File: config.mk
export PLATFORM = sky130hd
export DESIGN_NAME = scr_div
export DESIGN_NICKNAME = d
export VERILOG_FILES = /design/src/hw/rtl/scr_div.sv
export SDC_FILE = /design/constraint.sdc
export NUM_CORES = 1
export LEC_CHECK = 0
export BUFFER_PORTS_ARGS = -buffer_cell sky130_fd_sc_hd__buf_2
export CAP_MARGIN = 5
export CORE_MARGIN = 5
export CORE_UTILIZATION = 34
export DETAILED_ROUTE_END_ITERATION = 8
export GPL_TIMING_DRIVEN = 0
export PLACE_DENSITY = 0.55
export SLEW_MARGIN = 20
export SYNTH_ARGS = -nofsm -noshare
export SYNTH_HDL_FRONTEND = slang
export SYNTH_SLANG_ARGS = --single-unit
File: constraint.sdc
create_clock -name clk -period 3 [get_ports clk]
set_input_delay 0.3 -clock clk [delete_from_list [all_inputs] [get_ports clk]]
set_output_delay 0.3 -clock clk [all_outputs]
set_load 0.005 [all_outputs]
File: src/hw/rtl/scr_div.sv
// restoring divider, one quotient bit per cycle
`default_nettype none

module scr_div #(
  parameter int DEN_W = 24,
  parameter int QUO_W = 17
) (
  input  wire logic                   clk,
  input  wire logic                   rst,
  input  wire logic                   start,
  input  wire logic [DEN_W+QUO_W-1:0] num,
  input  wire logic [DEN_W-1:0]       den,
  output logic                        done,
  output logic      [QUO_W-1:0]       quo
);

  localparam int CNT_W = $clog2(QUO_W + 1);

  logic [DEN_W-1:0] rem;
  logic [DEN_W-1:0] den_r;
  logic [QUO_W-1:0] sh;
  logic [CNT_W-1:0] cnt;
  logic [DEN_W:0]   trial;
  logic             fits;

  // trial subtract of the next shifted-in bit
  assign trial = {rem, sh[QUO_W-1]};
  assign fits  = trial >= {1'b0, den_r};
  assign quo   = sh;

  // step counter and done pulse
  always_ff @(posedge clk) begin
    if (rst) begin
      cnt  <= '0;
      done <= 1'b0;
    end else begin
      done <= 1'b0;
      if (start) begin
        cnt <= CNT_W'(QUO_W);
      end else if (cnt != '0) begin
        cnt <= cnt - 1'b1;
        if (cnt == CNT_W'(1)) begin
          done <= 1'b1;
        end
      end
    end
  end

  // remainder and quotient shift register
  always_ff @(posedge clk) begin
    if (start) begin
      rem   <= num[DEN_W+QUO_W-1:QUO_W];
      sh    <= num[QUO_W-1:0];
      den_r <= den;
    end else if (cnt != '0) begin
      if (fits) begin
        rem <= DEN_W'(trial - {1'b0, den_r});
      end else begin
        rem <= trial[DEN_W-1:0];
      end
      sh <= {sh[QUO_W-2:0], fits};
    end
  end

endmodule

`default_nettype wire

Word-level counts from Yosys, hierarchy flattened
Cells that the tools add are included.
W data, S select, Z words.
Word-level totals
  word-level logic and storage cells: 23
  input port bits: 68
  register bits: 71
Cells by class
  add/subtract/negate cells: 2
  bitwise operators: 1
  equality and inequality tests: 1
  reduce and logical (&&, ||, !) cells: 4
  mux-type cells: 8
  magnitude comparators: 1
Operator list (number)
  $mux W24: 3
  $mux W17: 2
  $ge A25 B24 Y1: 1
  $sub A24 B24 Y24: 1
  $mux W5: 2
  $eq A5 B1 Y1 const B: 1
  $reduce_bool A5 Y1: 1
  $sub A5 B1 Y5 const B: 1
  $reduce_or A3 Y1: 1
  $reduce_bool A2 Y1: 1
  $reduce_or A2 Y1: 1
  $mux W1: 1
  $not A1 Y1: 1

Longest topological paths before layout
Gate-level depths: netlist of the first run.
  depth in word-level cells: 4
  mapped depth: 12
  gate-level depth less buffers: 12

Worst setup path after synthesis of the first run
No wires, ideal clock.
  path kind: reg2reg
  from: register rem[7]
  to: register rem[13], data pin
  arrival time: 2.687 ns
  stages on the path, launching flop included: 9
  data required time: 2.740 ns
  period minus slack after synthesis: 2.947 ns
  path slack: 0.053 ns
  cell sequence: edfxtp_1 -> ha_1 -> a21o_1 -> a211oi_2 -> or4b_4 -> and3_4 -> nor3_4 -> mux2_2 -> mux2_2
On the way
  word-level cells in the longest chain between the ends: 4
RTL lines
  from (decl): RTL line 19  | logic [DEN_W-1:0] rem;
  from (signal assigned): RTL line 52  | rem <= num[DEN_W+QUO_W-1:QUO_W];
  from (signal assigned): RTL line 57  | rem <= DEN_W'(trial - {1'b0, den_r});
  from (signal assigned): RTL line 59  | rem <= trial[DEN_W-1:0];
  $sub A24 B24 Y24 or $ge A25 B24 Y1 (tied branches): RTL line 57, 28
  $mux W24 (*): RTL line 56  | if (fits) begin
  $mux W24 (*): RTL line 55  | end else if (cnt != '0) begin
  $mux W24 (*): RTL line 51  | if (start) begin
Every way passes the cells marked *; elsewhere a longest branch is shown, timed or not. The select of a mux whose other input is x is not followed.
A chain may end at the register's enable or synchronous reset.

Worst setup path in the final report of the first run
  from: register rem[7]
  to: register rem[5], data pin
On the way
  word-level cells in the longest chain between the ends: 4
RTL lines
  $ge A25 B24 Y1: RTL line 28  | assign fits = trial >= {1'b0, den_r};
  $mux W24: RTL line 56
  $mux W24: RTL line 55
  $mux W24: RTL line 51
Every way passes these cells. The select of a mux whose other input is x is not followed.

==> results.sh, run 1 <==
export IMPL_status="finished, violations left"
export IMPL_violations="setup timing"
export IMPL_start_util=0.349
export IMPL_diodes=0
export IMPL_grt_use_total=0.158
export IMPL_relSlewSlack=0.536
export IMPL_avgViaCountPerCell=4.92
export IMPL_cts_root_buffer="clkbuf_16"
export IMPL_syn_instance_count=408
export IMPL_ys_types=52
export IMPL_first_global_vias=3620
export IMPL_pin_count=86
export IMPL_r2r_slack_ns=-0.02
export IMPL_grt_remaining_overflow=0
export IMPL_tightest_slew_ns=0.697
export IMPL_fp_dieH_um=124
export IMPL_clkTransAtPathRegs_ns=0.06
export IMPL_drv_slew=0
export IMPL_syn_avg_cell_area_sq_um=10.8
export IMPL_drc_errors=0
export IMPL_io_buffers=85
export IMPL_worstPathMaxFanout=5
export IMPL_fillers=1251
export IMPL_setup_worst_path_end_class="register"
export IMPL_ir_drop_v=0.000336
export IMPL_rsz0062_at_grt="yes"
export IMPL_reg2reg_from="rem[7]$_DFFE_PP_"
export IMPL_power_density_nw_per_um2=1020
export IMPL_grt_max_degree=42
export IMPL_grt_pass1_wl_um=18500
export IMPL_synthToLayoutAreaGrowth_pct=26.2
export IMPL_async_reset_ff_frac=0
export IMPL_htree_levels=3
export IMPL_cts_buffers=9
export IMPL_fin_cells=698
export IMPL_final_setup_worst_slack_ns=-0.0175
export IMPL_fin_nets=617
export IMPL_hold_path_class="input pin to register"
export IMPL_antenna_found_initial=0
export IMPL_r2r_end="rem[5]$_DFFE_PP_"
export IMPL_drt_pass1_iter_count=4
export IMPL_drive_above_1_share=0.333
export IMPL_drt_iter0_drc=168
export IMPL_busiest_layer="met2"
export IMPL_synth_fp_nets=504
export IMPL_clk_latency_ns=0.34
export IMPL_die_w_um=124
export IMPL_yosysSeqAreaShare=0.469
export IMPL_dp_hpwl_um=8080
export IMPL_routed_wl_um=11400
export IMPL_skew_ns=0.00801
export IMPL_wl_per_cell_um=16.3
export IMPL_finalCritPeriodShare=1.01
export IMPL_hold_violations=0
export IMPL_synth_edf_count=65
export IMPL_leakagePower_nw=2.38
export IMPL_via_count=3431
export IMPL_ant_nets=0
export IMPL_fmax_ghz=0.331
export IMPL_critPathKind="register to register"
export IMPL_core_area_sq_um=12700
export IMPL_min_delay_start="den[2]"
export IMPL_setup_viol_count_final=4
export IMPL_fin_crit_ns=3.02
export IMPL_gr_usage_met1=0.206
export IMPL_dieArea_sq_um=15400
export IMPL_whs_endpoint="den_r[2]$_DFFE_PP_"
export IMPL_worstPathArrival_ns=3.11
export IMPL_netlist_area_sq_um=4420
export IMPL_cts_tree="done"
export IMPL_num_rows=41
export IMPL_synth_seq_cells=71
export IMPL_cts_sinks=71
export IMPL_globalplace_congestion=0.960
export IMPL_ys_flop_type="edfxtp_1"
export IMPL_max_cap_viol_count=0
export IMPL_rr_worst_depth=9
export IMPL_grtUsageMet3=0.0409
export IMPL_critPathLaunchType="register"
export IMPL_dp_cells=665
export IMPL_required_ns=3.09
export IMPL_hold_ws_ns=0.128
export IMPL_met2_usage=0.248
export IMPL_holdPathStages=1
export IMPL_ys_warn_count=0
export IMPL_clockBufferDepth=2
critical path: stages, from the launching register on:
cell and delay [ns]:
edfxtp_1 0.42, ha_4 0.28, a21o_1 0.21, a211oi_2 0.25, or4b_4 0.51, and3_4 0.21
nor3_4 0.18, buf_12 0.17, mux2_4 0.29, mux2_2 0.25
cells in the final DEF, fill, tap and decap left out, types with 6 or more instances in the layout:
cell type,count
buf_2,86
edfxtp_1,65
nand2_1,33
inv_1,33
a21oi_1,32
mux2_2,28
ha_1,23
o21ai_0,21
nor2_1,19
buf_4,18
xnor2_1,17
clkbuf_1,10
nor3_1,9
clkbuf_16,9
a21o_1,7
nand3_1,6
a221o_1,6
and3b_1,6
dfxtp_1,6
worst max-delay path by stage:
stage,to,depth (start not counted),from
6_report,rem[5]$_DFFE_PP_,9,rem[7]$_DFFE_PP_
5_1_grt,rem[5]$_DFFE_PP_,9,rem[7]$_DFFE_PP_
4_1_cts,rem[5]$_DFFE_PP_,8,rem[5]$_DFFE_PP_
3_5_place_dp,rem[19]$_DFFE_PP_,9,rem[7]$_DFFE_PP_
3_3_place_gp,rem[13]$_DFFE_PP_,8,rem[7]$_DFFE_PP_
2_1_floorplan,rem[13]$_DFFE_PP_,8,rem[7]$_DFFE_PP_
synthesized netlist by cell type (2+ instances only):
cell      count  area (sq um)
edfxtp_1     65          1950
inv_1        35           131
nand2_1      33           124
a21oi_1      32           160
mux2_2       30           338
ha_1         27           338
o21ai_0      23           115
nor2_1       19          71.3
xnor2_1      17           149
clkbuf_1     11          41.3
nor3_1        9          45.0
a21o_1        7          52.6
a221o_1       6          60.1
and3b_1       6          52.6
dfxtp_1       6           120
nand3_1       6          30.0
a211o_1       5          43.8
a211oi_1      5          37.5
o21a_1        5          37.5
xor2_1        5          43.8
buf_6         4          45.0
nand4_1       4          25.0
o31ai_1       4          30.0
nand2b_1      3          18.8
nor2b_1       3          18.8
o21bai_1      3          22.5
o221ai_1      3          26.3
a31oi_1       2          12.5
and3_1        2          12.5
and4_1        2          17.5
mux2i_1       2          20.0
nor4_1        2          12.5
o211ai_1      2          15.0
o21ba_2       2          20.0
where the power goes:
| group | switching (W) | internal, W |
|---|---|---|
| Sequential | 0.000137 | 0.00143 |
| Clock | 0.000408 | 0.000664 |
| Combinational | 0.00159 | 0.00145 |
logic make-up (layout without fill, tap and decap cells):
family          count (synthesis)  after routing  share of synthesized area
simple gates                   96             96                      0.113
compound gates                106            106                      0.157
buf+inv                        53            171                     0.0552
xor+xnor                       22             22                     0.0436
mux                            32             32                     0.0810
flops                          71             71                      0.469
fa+ha+maj                      28             28                     0.0810
layout make-up:
type | instances | area [sq um] | share of cell area
clock buffer | 11 | 243 | 0.0435
multi-input combinational | 284 | 2160 | 0.387
tap | 172 | 215 | 0.0386
buffer | 16 | 118 | 0.0211
inverter | 35 | 131 | 0.0236
clock inverter | 5 | 57.6 | 0.0103
timing repair buffer | 104 | 584 | 0.105
sequential | 71 | 2070 | 0.371
flip-flops by register name (all words and copies together) (netlist names):
name,count
rem,24
quo,17
cnt,5
done,1
den_r,24
layer usage:
layer	part of all wire	vias up
met5	0	-
met4	0.022	0
met3	0.071	16
met2	0.45	107
met1	0.45	1572
li1	-	1736
timing repair:
action / in CTS / in global routing
resized for setup: 8 / 12
setup endpoints to repair: 24 / 24
buffers inserted: 12 / 7
hold endpoints to repair: 0 / 0
hold buffers: 0 / 0
pin swaps: 7 / 15
metrics by stage:
step	setup slack, ns	setup TNS [ns]	cell area, sq um	power, W	util
floorplan	0.0529	0	4420	0.00357	-
global placement	-0.234	-3.80	5060	0.00419	0.399
detailed placement	-0.313	-7.19	5060	0.00423	0.399
CTS	0.00155	0	5490	0.00556	0.433
global route	-0.105	-1.42	5580	0.00612	0.440
finish	-0.0175	-0.0310	5580	0.00568	0.440
Power figures use the tool's default switching activity.
==> inputs of run 2 (changes only) <==
==> constraint.sdc (replaced) <==
create_clock -name clk -period 2.51 [get_ports clk]
set_input_delay 0.502 -clock clk [delete_from_list [all_inputs] [get_ports clk]]
set_output_delay 0.502 -clock clk [all_outputs]
set_load 0.005 [all_outputs]
==> run 2 against run 1 <==
The run still ends with setup timing left. Die area is the same. Routed wire length grew 5.9%. Largest power group unchanged. Critical path depth is the same. Sequential share of layout area shrank 2.3 points. Highest routed layer unchanged. Non-clock buffer count grew 1. Worst hold slack gained 0.20 ns. Combinational power grew 45%. Maximum frequency grew 2.2%.
==> results.sh, run 2 (same netlist as run 1, synthesis figures left out) <==
export IMPL_status="finished, violations left"
export IMPL_violations="setup timing"
export IMPL_hold_ws_ns=0.324
export IMPL_drv_slew=0
export IMPL_first_global_vias=3712
export IMPL_fin_setup_tns_ns=-8.28
export IMPL_final_setup_worst_slack_ns=-0.442
export IMPL_layout_common_cells="buf_2 (84), edfxtp_1 (65), nand2_1 (32)"
export IMPL_critPathLaunchType="register"
export IMPL_start_util=0.349
export IMPL_via_count=3531
export IMPL_grt_use_total=0.167
export IMPL_grt_max_degree=26
export IMPL_pin_count=86
export IMPL_hold_buffers=0
export IMPL_clockBufferDepth=2
export IMPL_cts_buffers=9
export IMPL_setup_worst_path_end_class="register"
export IMPL_wl_per_cell_um=17.2
export IMPL_synthToLayoutAreaGrowth_pct=34.7
export IMPL_final_common_cell="buf_2"
export IMPL_rsz0062_at_grt="yes"
export IMPL_cts_sinks=71
export IMPL_htree_levels=3
export IMPL_io_buffers=85
export IMPL_wl_met3_um=777
export IMPL_grt_pass1_wl_um=19300
export IMPL_wl_met1_um=5430
export IMPL_worst_path_stages=9
export IMPL_skew_ns=0.00644
export IMPL_drive_above_1_share=0.415
export IMPL_finalCritPeriodShare=1.18
export IMPL_diodes=0
export IMPL_worstPathMaxFanout=6
export IMPL_critPathKind="register to register"
export IMPL_avgViaCountPerCell=5.04
export IMPL_dieArea_sq_um=15400
export IMPL_met2_length_um=5530
export IMPL_fin_nets=619
export IMPL_fmax_ghz=0.339
export IMPL_r2r_slack_ns=-0.44
export IMPL_fin_util=0.470
export IMPL_cts_tree="done"
export IMPL_setup_viol_count_final=25
export IMPL_die_w_um=124
export IMPL_drt_pass1_iter_count=4
export IMPL_cp_cell_sequence="ha_4 -> a21o_1 -> a211oi_2 -> or4b_4 -> and3_4 -> nor3_4 -> buf_12 -> mux2_4 -> mux2_2"
export IMPL_hold_path_class="input pin to register"
export IMPL_grt_remaining_overflow=0
export IMPL_antenna_found_initial=0
export IMPL_fin_crit_ns=2.95
export IMPL_critPathSlowestCell="or4b_4"
export IMPL_pre_cts_ws_ns=-0.704
export IMPL_max_cap_viol_count=0
export IMPL_cts_root_buffer="clkbuf_16"
export IMPL_required_ns=2.61
export IMPL_relSlewSlack=0.475
export IMPL_power_density_nw_per_um2=1290
export IMPL_crit_buf_inv=1
export IMPL_top_layer="met4"
export IMPL_clk_latency_ns=0.35
export IMPL_tightest_slew_ns=0.788
export IMPL_leakagePower_nw=2.48
export IMPL_hold_violations=0
export IMPL_core_area_sq_um=12700
export IMPL_slowest_delay_ns=0.50
export IMPL_dp_hpwl_um=8210
export IMPL_worstPathArrival_ns=3.05
export IMPL_clkTransAtPathRegs_ns=0.06
export IMPL_path_delay_family="simple AND/OR/NAND/NOR gates"
export IMPL_globalplace_congestion=0.937
export IMPL_num_rows=41
export IMPL_routed_wl_um=12000
export IMPL_rr_worst_depth=9
export IMPL_fp_dieH_um=124
export IMPL_drt_iter0_drc=126
export IMPL_drc_errors=0
export IMPL_ir_drop_v=0.000416
export IMPL_holdPathStages=1
export IMPL_ant_nets=0
-- run 2: report_power, final --
group          switching, W  total [W]  internal [W]  leakage [nW]
clock              0.000553    0.00133      0.000781         0.147
combinational       0.00216    0.00442       0.00226          1.62
sequential         0.000206    0.00192       0.00171         0.712
-- run 2: final timing paths --
| kind | startpoint | to |
|---|---|---|
| worst min register to register | cnt[1]$_SDFFE_PP0P_ | cnt[1]$_SDFFE_PP0P_ |
| worst min-delay path | den[14] | den_r[14]$_DFFE_PP_ |
| worst max register to register | rem[7]$_DFFE_PP_ | rem[13]$_DFFE_PP_ |
| worst max-delay path | rem[7]$_DFFE_PP_ | rem[13]$_DFFE_PP_ |
-- run 2: per-layer routing --
| metal | vias up | GRT usage |
|---|---|---|
| li1 | 1749 | - |
| met1 | 1654 | 0.213 |
| met2 | 108 | 0.266 |
| met3 | 20 | 0.0413 |
| met4 | 0 | 0.0753 |
| met5 | - | 0 |
-- run 2: worst register-to-register path, stage by stage (launching register included) --
cell and delay (ns):
edfxtp_1 0.44, ha_4 0.27, a21o_1 0.20, a211oi_2 0.17, or4b_4 0.50, and3_4 0.19, nor3_4 0.18, buf_12 0.17
mux2_4 0.31, mux2_2 0.26
-- run 2: stage by stage --
step,std cells,total power [W],area (sq um)
after floorplan,408,0.00439,4470
after global placement,665,0.00515,5110
after detailed placement,665,0.00517,5110
after CTS,696,0.00718,5740
after global routing,700,0.00819,5950
final,700,0.00767,5950
-- run 2: layout make-up --
class | count | area, sq um
Tap cell | 172 | 215
Clock buffer | 9 | 225
Clock inverter | 7 | 81.3
Fill cell | 1200 | 6720
Timing Repair Buffer | 110 | 698
Sequential cell | 71 | 2070
Buffer | 11 | 106
Inverter | 35 | 131
Multi-Input combinational cell | 285 | 2420
-- run 2: repair_timing --
item / in CTS / in global routing
resized for setup: 30 / 43
cloned: 2 / 2
setup buffers: 19 / 5
pin swaps: 16 / 8
endpoints found under the setup margin: 66 / 45
==> inputs of run 3 (changes only) <==
CORE_ASPECT_RATIO = 1.4   (was unset)
PLACE_DENSITY = 0.53   (was 0.55)
clock period = 3.36 ns   (was 2.51 ns; I/O delays follow)
==> run 3 against run 2 <==
The run now ends clean. Via count decreased by 3.4%. Die area increased by 0.22%. Routed wire length fell by 6.4%. Critical path type unchanged. Worst hold slack improved by 0.18 ns. Highest routed layer unchanged. Largest power group unchanged. Utilization fell by 5.6 points. Global-route usage is 1.5 points lower. First-iteration DRC count is 19% higher.
==> results.sh, run 3 (same netlist as run 1, synthesis figures left out) <==
export IMPL_status="complete, no violations"
export IMPL_fillers=1293
export IMPL_start_util=0.345
export IMPL_fp_dieH_um=145
export IMPL_globalplace_congestion=0.854
export IMPL_worstPathArrival_ns=3.27
export IMPL_power_w=0.00464
export IMPL_max_cap_viol_count=0
export IMPL_cts_root_buffer="clkbuf_16"
export IMPL_tightest_slew_ns=0.744
export IMPL_ant_nets=0
export IMPL_grt_max_degree=42
export IMPL_critPathKind="register to register"
export IMPL_postCtsSetupBuffers=0
export IMPL_rr_worst_depth=12
export IMPL_antenna_found_initial=0
export IMPL_hold_ws_ns=0.503
export IMPL_final_setup_worst_slack_ns=0.174
export IMPL_setup_viol_count_final=0
export IMPL_drive_above_1_share=0.283
export IMPL_htree_levels=3
export IMPL_ir_drop_v=0.000393
export IMPL_clockBufferDepth=2
export IMPL_hold_violations=0
export IMPL_cts_tree="done"
export IMPL_pin_count=86
export IMPL_drc_errors=0
export IMPL_grt_use_total=0.152
export IMPL_fin_nets=600
export IMPL_routed_wl_um=11300
export IMPL_relSlewSlack=0.504
export IMPL_dp_hpwl_um=8420
export IMPL_dieArea_sq_um=15400
export IMPL_clkTransAtPathRegs_ns=0.06
export IMPL_setup_worst_path_end_class="register"
export IMPL_grt_pass1_wl_um=18100
export IMPL_finalCritPeriodShare=0.948
export IMPL_synthToLayoutAreaGrowth_pct=20.0
export IMPL_grt_remaining_overflow=0
export IMPL_fin_crit_ns=3.19
export IMPL_diodes=0
export IMPL_num_rows=49
export IMPL_avgViaCountPerCell=5.15
export IMPL_power_density_nw_per_um2=875
export IMPL_layout_common_cells="buf_2 (86), edfxtp_1 (65), inv_1 (35)"
export IMPL_critPathLaunchType="register"
export IMPL_worstPathMaxFanout=5
export IMPL_io_buffers=85
export IMPL_wl_per_cell_um=17.0
export IMPL_die_w_um=106
export IMPL_fin_util=0.414
export IMPL_skew_ns=0.00937
export IMPL_holdPathStages=1
export IMPL_multi_input_area_sq_um=2110
export IMPL_clk_latency_ns=0.34
export IMPL_seqCellArea_sq_um=2070
export IMPL_first_global_vias=3684
export IMPL_drt_iter0_drc=150
export IMPL_final_common_cell="buf_2"
export IMPL_drv_slew=0
export IMPL_pre_cts_ws_ns=-0.00256
export IMPL_drt_pass1_iter_count=4
export IMPL_cts_sinks=71
export IMPL_hold_path_class="input pin to register"
export IMPL_r2r_slack_ns=0.17
export IMPL_cts_buffers=9
export IMPL_rsz0062_at_grt="no"
export IMPL_required_ns=3.44
export IMPL_core_area_sq_um=12800
export IMPL_via_count=3412
export IMPL_fmax_ghz=0.314
export IMPL_leakagePower_nw=2.26
-- run 3: area by class of cell --
type / count / area share
plain buffers: 18 / 0.0212
clock buffers: 12 / 0.0446
clock inverters: 4 / 0.00448
inverters: 35 / 0.0248
multi-input cells: 284 / 0.398
flip-flops and latches: 71 / 0.391
well taps: 153 / 0.0361
repair buffers: 85 / 0.0802
-- run 3: worst paths after layout --
| path | from | to |
|---|---|---|
| setup / recovery | quo[16]$_DFFE_PP_ | rem[22]$_DFFE_PP_ |
| hold / removal | den[2] | den_r[2]$_DFFE_PP_ |
| setup reg to reg | quo[16]$_DFFE_PP_ | rem[22]$_DFFE_PP_ |
| hold reg to reg | cnt[1]$_SDFFE_PP0P_ | cnt[1]$_SDFFE_PP0P_ |
-- run 3: power by group --
part	internal (W)	switching (W)	total, W
Clock	0.000496	0.000364	0.000861
Sequential	0.00128	0.000123	0.00140
Combinational	0.00106	0.00132	0.00238
Total	0.00283	0.00181	0.00464
-- run 3: timing repair --
item | 4_1_cts | 5_1_grt
hold buffers | 0 | 0
resized for setup | 0 | 2
setup endpoints to repair | 0 | 1
endpoints found under the hold margin | 0 | 0
-- run 3: per-stage QoR --
stage          instances  area (sq um)  setup TNS [ns]
2_1_floorplan        408          4420               0
3_3_place_gp         646          5040               0
3_5_place_dp         646          5040         -0.0255
4_1_cts              662          5300               0
5_1_grt              662          5300               0
6_report             662          5300               0
-- run 3: layer usage --
metal,global-route usage,up-vias,share of wire
li1,-,1707,-
met1,0.174,1621,0.42
met2,0.275,72,0.52
met3,0.0346,12,0.045
met4,0.0566,0,0.015
met5,0,-,0
-- run 3: critical path, cell delays in order (launching register included) --
cell,delay (ns)
edfxtp_1,0.41
inv_1,0.08
ha_1,0.16
inv_1,0.06
fa_1,0.43
a211o_1,0.31
o211ai_1,0.25
a211o_1,0.27
a221o_1,0.25
o221ai_1,0.19
xnor2_1,0.17
o21ai_0,0.09
mux2_2,0.26
